==> config.mk <==
export PLATFORM = sky130hd
export DESIGN_NAME = nntl_cell
export DESIGN_NICKNAME = d
export VERILOG_FILES = /design/src/nearest_neighbor_tour_length_core_defines.svh /design/src/nntl_pkg.sv /design/src/nntl_cell.sv
export SDC_FILE = /design/constraint.sdc
export NUM_CORES = 1
export LEC_CHECK = 0
export ABC_CLOCK_PERIOD_IN_PS = 3900
export BUFFER_PORTS_ARGS = -buffer_cell sky130_fd_sc_hd__buf_2
export CAP_MARGIN = 5
export CORE_ASPECT_RATIO = 1.4
export CORE_UTILIZATION = 45
export DETAILED_ROUTE_END_ITERATION = 16
export PLACE_DENSITY = 0.82
export SETUP_SLACK_MARGIN = 0.05
export SLEW_MARGIN = 10
export SYNTH_ARGS = -nofsm -noshare
export SYNTH_HDL_FRONTEND = slang
export SYNTH_SLANG_ARGS = --single-unit
==> constraint.sdc <==
create_clock -name clk -period 3.9 [get_ports clk]
set_input_delay 0.585 -clock clk [delete_from_list [all_inputs] [get_ports clk]]
set_output_delay 0.585 -clock clk [all_outputs]
set_load 0.01 [all_outputs]
==> src/nearest_neighbor_tour_length_core_defines.svh <==
// Assertion macros for the nearest-neighbor tour length core
`ifndef NEAREST_NEIGHBOR_TOUR_LENGTH_CORE_DEFINES_SVH
`define NEAREST_NEIGHBOR_TOUR_LENGTH_CORE_DEFINES_SVH
`ifndef SYNTHESIS
`define NNTL_ASSERT_IMP(label, ante, cons) \
    label: assert property (@(posedge clk) disable iff (!rst_n) (ante) |-> (cons)) \
        else $error("nntl: implication check failed");
`define NNTL_ASSERT_NXT(label, ante, cons) \
    label: assert property (@(posedge clk) disable iff (!rst_n) (ante) |=> (cons)) \
        else $error("nntl: next-cycle check failed");
`else
`define NNTL_ASSERT_IMP(label, ante, cons)
`define NNTL_ASSERT_NXT(label, ante, cons)
`endif
`endif

==> src/nntl_pkg.sv <==
// Shared constants, types and distance function for the tour length core
`default_nettype none
package nntl_pkg;

    localparam int MAX_CITIES = 16;
    localparam int COORD_BITS = 16;
    localparam int IN_COORD_W = 16;
    localparam int LEN_W      = 21;

    localparam int IDX_W     = (MAX_CITIES > 1) ? $clog2(MAX_CITIES) : 1;
    localparam int CNT_W     = $clog2(MAX_CITIES + 1);
    localparam int DIST_W    = COORD_BITS + 1;
    localparam int WAIT_LAST = MAX_CITIES + 1;
    localparam int WAIT_W    = $clog2(WAIT_LAST + 1);
    localparam int RUN_BASE  = COORD_BITS + 1 + CNT_W;
    localparam int RUN_W     = (RUN_BASE > LEN_W) ? RUN_BASE : LEN_W + 1;

    localparam logic [LEN_W-1:0] LEN_MAX = '1;

    typedef struct packed {
        logic                  found;
        logic [DIST_W-1:0]     leg_len;
        logic [IDX_W-1:0]      idx;
        logic [COORD_BITS-1:0] x;
        logic [COORD_BITS-1:0] y;
    } cand_t;

    typedef struct packed {
        logic                  load;
        logic                  mark;
        logic                  clear;
        logic [CNT_W-1:0]      count;
        logic [IDX_W-1:0]      mark_idx;
        logic [COORD_BITS-1:0] cur_x;
        logic [COORD_BITS-1:0] cur_y;
        logic [COORD_BITS-1:0] load_x;
        logic [COORD_BITS-1:0] load_y;
    } cell_ctrl_t;

    function automatic logic [DIST_W-1:0] leg_dist(
        input logic [COORD_BITS-1:0] ax,
        input logic [COORD_BITS-1:0] ay,
        input logic [COORD_BITS-1:0] bx,
        input logic [COORD_BITS-1:0] by
    );
        logic [COORD_BITS-1:0] dx;
        logic [COORD_BITS-1:0] dy;
        dx = (ax > bx) ? (ax - bx) : (bx - ax);
        dy = (ay > by) ? (ay - by) : (by - ay);
        return {1'b0, dx} + {1'b0, dy};
    endfunction

endpackage
`default_nettype wire

==> src/nntl_cell.sv <==
// One city cell: stores a city, its distance to the current city, and a min-search link stage
`default_nettype none
module nntl_cell (
    input  wire logic                      clk,
    input  wire logic                      rst_n,
    input  wire logic [nntl_pkg::IDX_W-1:0] cell_idx,
    input  wire nntl_pkg::cell_ctrl_t       ctrl,
    input  wire nntl_pkg::cand_t            link_in,
    output nntl_pkg::cand_t                 link_out
);
    import nntl_pkg::*;

    logic [COORD_BITS-1:0] x_reg, y_reg;
    logic                  visited_reg, visited_next;
    logic [DIST_W-1:0]     dist_reg;
    cand_t                 link_reg, link_next;
    logic                  hit_load;
    logic                  active;
    logic                  take;

    assign hit_load = ctrl.load && (ctrl.count == CNT_W'(cell_idx));
    assign active   = (CNT_W'(cell_idx) < ctrl.count) && !visited_reg;
    assign take     = active && (!link_in.found || (dist_reg < link_in.leg_len));

    always_comb
    begin
        visited_next = visited_reg;
        if (ctrl.clear)
        begin
            visited_next = 1'b0;
        end
        else if (hit_load)
        begin
            visited_next = (cell_idx == '0);
        end
        else if (ctrl.mark && (ctrl.mark_idx == cell_idx))
        begin
            visited_next = 1'b1;
        end
    end

    always_comb
    begin
        link_next = link_in;
        if (take)
        begin
            link_next.found   = 1'b1;
            link_next.leg_len = dist_reg;
            link_next.idx     = cell_idx;
            link_next.x       = x_reg;
            link_next.y       = y_reg;
        end
    end

    always_ff @(posedge clk or negedge rst_n)
    begin
        if (!rst_n)
        begin
            visited_reg <= 1'b0;
        end
        else
        begin
            visited_reg <= visited_next;
        end
    end

    always_ff @(posedge clk)
    begin
        if (hit_load)
        begin
            x_reg <= ctrl.load_x;
            y_reg <= ctrl.load_y;
        end
        dist_reg <= leg_dist(ctrl.cur_x, ctrl.cur_y, x_reg, y_reg);
        link_reg <= link_next;
    end

    assign link_out = link_reg;

endmodule
`default_nettype wire

Word level (Yosys, flattened, before mapping)

Index checks and enable logic that the tools add are counted.

Register bits after elaboration: 104
Input bits: 136
Word-level logic and storage cells: 35

Add/subtract/negate cells: 5
$lt $le $gt $ge: 4
Equality and inequality tests: 2
Muxes and demuxes: 6
Reductions and logical operators: 9

Operators with widths:

| operator                                              | count |
|---|---|
| 16-bit subtractor                                     | 4 |
| 53-bit 2-to-1 mux                                     | 1 |
| 16-bit > comparator                                   | 2 |
| 16-bit 2-to-1 mux                                     | 2 |
| 16-bit by 16-bit adder with 17-bit output             | 1 |
| 17-bit less-than comparator                           | 1 |
| 5-bit by 4-bit equality test with 1-bit output        | 1 |
| 4-bit by 5-bit less-than comparator with 1-bit output | 1 |
| 4-bit equality test                                   | 1 |
| 1-bit logical AND                                     | 4 |
| 4-bit zero test                                       | 1 |
| 1-bit 2-to-1 mux                                      | 3 |
| 3-bit nonzero test                                    | 1 |
| 1-bit zero test                                       | 2 |
| 1-bit logical OR                                      | 1 |

Logic depth before layout (Yosys ltp)

Depth in word-level cells: 5
Mapped depth: 20
Depth with buffers taken out: 19

Worst setup path after synthesis

No wires, ideal clock.

Path kind: in2reg
Start: input ctrl[32] in the netlist's numbering
End: register dist_reg[16]
Data arrival time: 4355 ps
Data required time: 3766 ps
Slack: -588 ps
Cell stages on the path: 18
Path buffers: 1
Cells stage by stage: inv_1 > ha_1 > inv_1 > fa_1 > a211o_1 > a2111oi_2 > or3_1 > a211o_1 > buf_4 > mux2_2 > fa_1 > a21o_1 > a21oi_1 > nor2b_1 > o221ai_1 > nand3_1 > a221oi_1 > o21ai_0

Word-level cells in the longest chain between the ends: 3

RTL lines:

| item                                                            | line            | text |
|---|---|---|
| start, declared                                                 | nntl_cell.sv:7  | `input wire nntl_pkg::cell_ctrl_t ctrl,` |
| 16-bit subtractor / 16-bit > comparator (equally long branches) | nntl_pkg.sv:49  | `dy = (ay > by) ? (ay - by) : (by - ay);` |
| 16-bit 2-to-1 mux *                                             | nntl_pkg.sv:49  |  |
| 16-bit by 16-bit adder with 17-bit output *                     | nntl_pkg.sv:50  | `return {1'b0, dx} + {1'b0, dy};` |
| end signal, assigned                                            | nntl_cell.sv:74 | `dist_reg <= leg_dist(ctrl.cur_x, ctrl.cur_y, x_reg, y_reg);` |
| end, declared                                                   | nntl_cell.sv:15 | `logic [DIST_W-1:0] dist_reg;` |

Mark *: on every way between the ends. The rest lies on a longest branch, timed or not.
A chain may end at the register's enable or synchronous reset.

Final worst setup path

Ends and elaborated chain as after synthesis.

==> results by group <==
Run status
  • Status: finished, violations left
  • Failing checks: setup timing

STA
  • Slew @ Worst Pin: 0.528 ns
  • Final setup skew: 0.00956 ns
  • Tcrit/Tclk final: 102%
  • Post-layout min period: 3.97 ns
  • Unrepaired setup endpoints after global routing: yes
  • Final Worst Setup Slack: -0.0665 ns
  • Fmax achieved: 252 MHz
  • Max-slew headroom: 64.5%
  • Final setup viols: 5
  • Max Slew Vio Count: 0
  • Final Hold Fails: 0

Critical path
  • Setup CP Type: in -> reg
  • Crit end category: flip-flop
  • Arr. time, crit path: 4.20 ns
  • WP data required: 4.13 ns
  • Max FO, Critical Path: 7
  • Crit Reg-Reg Startpoint: y_reg[0]$_DFFE_PP_
  • CP Launch Point: ctrl[32]
  • Worst Setup Start Kind: input port
  • Setup slack, reg-to-reg: -0.06 ns

Yosys
  • Post-synth cell types: 60
  • Count leader, synth: inv_1
  • Async SR Flop Fraction: 0.962%
  • Cell Area, Synth: 7390 um2
  • Top cells by count, synth: 99 x inv_1, 98 x ha_1, 71 x dfxtp_1
  • Cell taking the most area after synthesis: dfxtp_1
  • Post-synth EDFFs: 32
  • Register bit total from synthesis: 104
  • Mean Syn Cell Area: 9.40 um2
  • Synth Warn #: 0
  • Largest cells by area after synthesis: dfxtp_1 19%, ha_1 17%, edfxtp_1 13%, mux2_2 8.2%, inv_1 5.0%
  • Seq/Total Area, Yosys: 32.6%
  • Synth Instances: 786
  • Mapped Nets: 1025
  • Area fraction of the dominant cell type after synthesis: 19.2%
  • Main flop type after synthesis: dfxtp_1

Hold path
  • Min-delay src: ctrl[5]
  • Hold Path Class: in -> reg

Finish
  • # diodes: 0
  • Proportion of layout cells with a drive suffix above 1: 39.9%
  • Final nets: 1339
  • Design area: 10000 um2
  • Fill count: 1342
  • Area grow syn2layout: 36.0%
  • Largest register FFs: 54

Global route
  • Total congestion overflow: 0
  • Antenna violations before repair: 0
  • Vias in the first global route: 6991
  • First-pass GRT wire length: 31700 um
  • GRT Util Overall: 23.7%
  • Pin count of the biggest net entering global routing: 26

Clock network
  • H-tree levels: 3
  • CTS tree: done
  • Clock buffers created by TritonCTS: 9
  • CTS clock-pin slew for the worst setup and hold paths: 0.07 ns
  • CTS root buf: clkbuf_16
  • Clock sinks: 104
  • Worst-Skew Late Latency: 0.36 ns
  • CTS Buffer Depth: 2

Die
  • Die X: 110 um
  • Starting Density: 45.9%
  • Die height: 154 um
  • FP Rows: 55
  • Core area: 16100 um2
  • Die ar.: 16900 um2
  • IO Pins: 190

Routing
  • Routed WL: 19600 um
  • 1st-pass router iterations: 5
  • DR iter-0 viols: 255
  • Final ANT Viol Nets: 0
  • DR vias/cell: 5.24
  • Routed wire length per instance: 15.0 um
  • Total number of vias: 6835
  • # DRC: 0

Place
  • Final HPWL DP: 16200 um
  • IO Port Bufs: 189
  • GP Congestion: 0.931
  • Place WS: -0.666 ns
  • Post-DP Area: 9530 um2

Flow run
  • Max-cap violations: 0

Power and ir drop
  • VDD IR max: 0.318 mV
  • Leak: 5.11 nW
  • Power Dens Cells: 456 nW/um2
## path summary, 6_finish.rpt
kind                       cells after the start                       to
setup / recovery                              18     dist_reg[16]$_DFF_P_
hold / removal                                 1       y_reg[5]$_DFFE_PP_
setup reg to reg                              16     dist_reg[16]$_DFF_P_
hold reg to reg                                1     link_out[36]$_DFF_P_
max in group asynchronous                      2  visited_reg$_DFFE_PN0P_
min in group asynchronous                      2  visited_reg$_DFFE_PN0P_
## placed cells by master, fill, tap and decap left out, drive strengths merged, types with 8 or more instances in the layout
cell / count
inv: 102
o21a: 12
o211ai: 8
edfxtp: 32
dfxtp: 71
and3: 8
clkbuf: 11
mux2i: 20
buf: 332
nor2: 31
a21oi: 69
o21ai: 42
nand2b: 11
nand4: 12
nand2: 36
ha: 98
mux2: 54
a21o: 23
xnor2: 27
nand3: 8
xor2: 15
## cells by family (layout without fill, tap and decap cells)
| logic type | Yosys count | count (layout) | synth area share, % |
|---|---|---|---|
| simple gates | 133 | 133 | 8.98 |
| flops | 104 | 104 | 32.6 |
| buf+inv | 129 | 448 | 7.23 |
| fa+ha+maj | 103 | 103 | 18.0 |
| xor+xnor | 42 | 42 | 4.98 |
| mux | 74 | 74 | 10.9 |
| compound gates | 201 | 201 | 17.3 |
## stage by stage
step | total power [W] | cells | setup TNS (ns) | util (%) | hold slack, ns
floorplan | 0.00282 | 786 | -1.12 | - | 0.289
global placement | 0.00354 | 1278 | -4.67 | 59.2 | 0.361
detailed placement | 0.00361 | 1278 | -5.95 | 59.2 | 0.361
CTS | 0.00456 | 1301 | -0.00542 | 61.9 | 0.387
global route | 0.00488 | 1304 | -1.51 | 62.4 | 0.391
finish | 0.00458 | 1304 | -0.161 | 62.4 | 0.397
## metal layers
| metal | vias up | GRT usage, % | routed length, um |
|---|---|---|---|
| met5 | - | 0 | 0 |
| met4 | 0 | 10.2 | 598 |
| met3 | 44 | 4.07 | 953 |
| met2 | 238 | 44.5 | 10600 |
| met1 | 3150 | 25.2 | 7430 |
| li1 | 3403 | - | - |
## cell type report
| type | instances | area (um2) | area share, % |
|---|---|---|---|
| multi-input cells | 553 | 4650 | 46.3 |
| well taps | 199 | 249 | 2.48 |
| inverters | 99 | 384 | 3.82 |
| repair buffers | 333 | 2070 | 20.6 |
| clock inverters | 5 | 40.0 | 0.399 |
| flip-flops and latches | 104 | 2410 | 24.0 |
| clock buffers | 11 | 243 | 2.42 |
## power by group
part | switching, W | total [W] | internal [W]
sequential | 0.000104 | 0.00153 | 0.00142
clock | 0.000411 | 0.000869 | 0.000458
combinational | 0.00103 | 0.00218 | 0.00115
total | 0.00155 | 0.00458 | 0.00303
## what timing repair did
| action | 4_1_cts | 5_1_grt |
|---|---|---|
| endpoints found under the setup margin | 11 | 11 |
| setup buffers | 6 | 3 |
| hold buffers | 1 | 0 |
| endpoints found under the hold margin | 1 | 0 |
| pin swaps | 21 | 13 |
| resized for setup | 21 | 11 |
## critical path: stages
cell and delay [ns]:
buf_4 0.14, inv_12 0.05, ha_4 0.12, inv_2 0.04, fa_2 0.38, a211o_1 0.31
a2111oi_4 0.40, or3_4 0.21, a211o_4 0.19, mux2_4 0.32, fa_2 0.35, a21o_1 0.18
a21oi_2 0.15, nor2b_2 0.07, o221ai_2 0.19, nand3_2 0.11, a221oi_2 0.29, o21ai_1 0.11
Power figures use the tool's default switching activity.
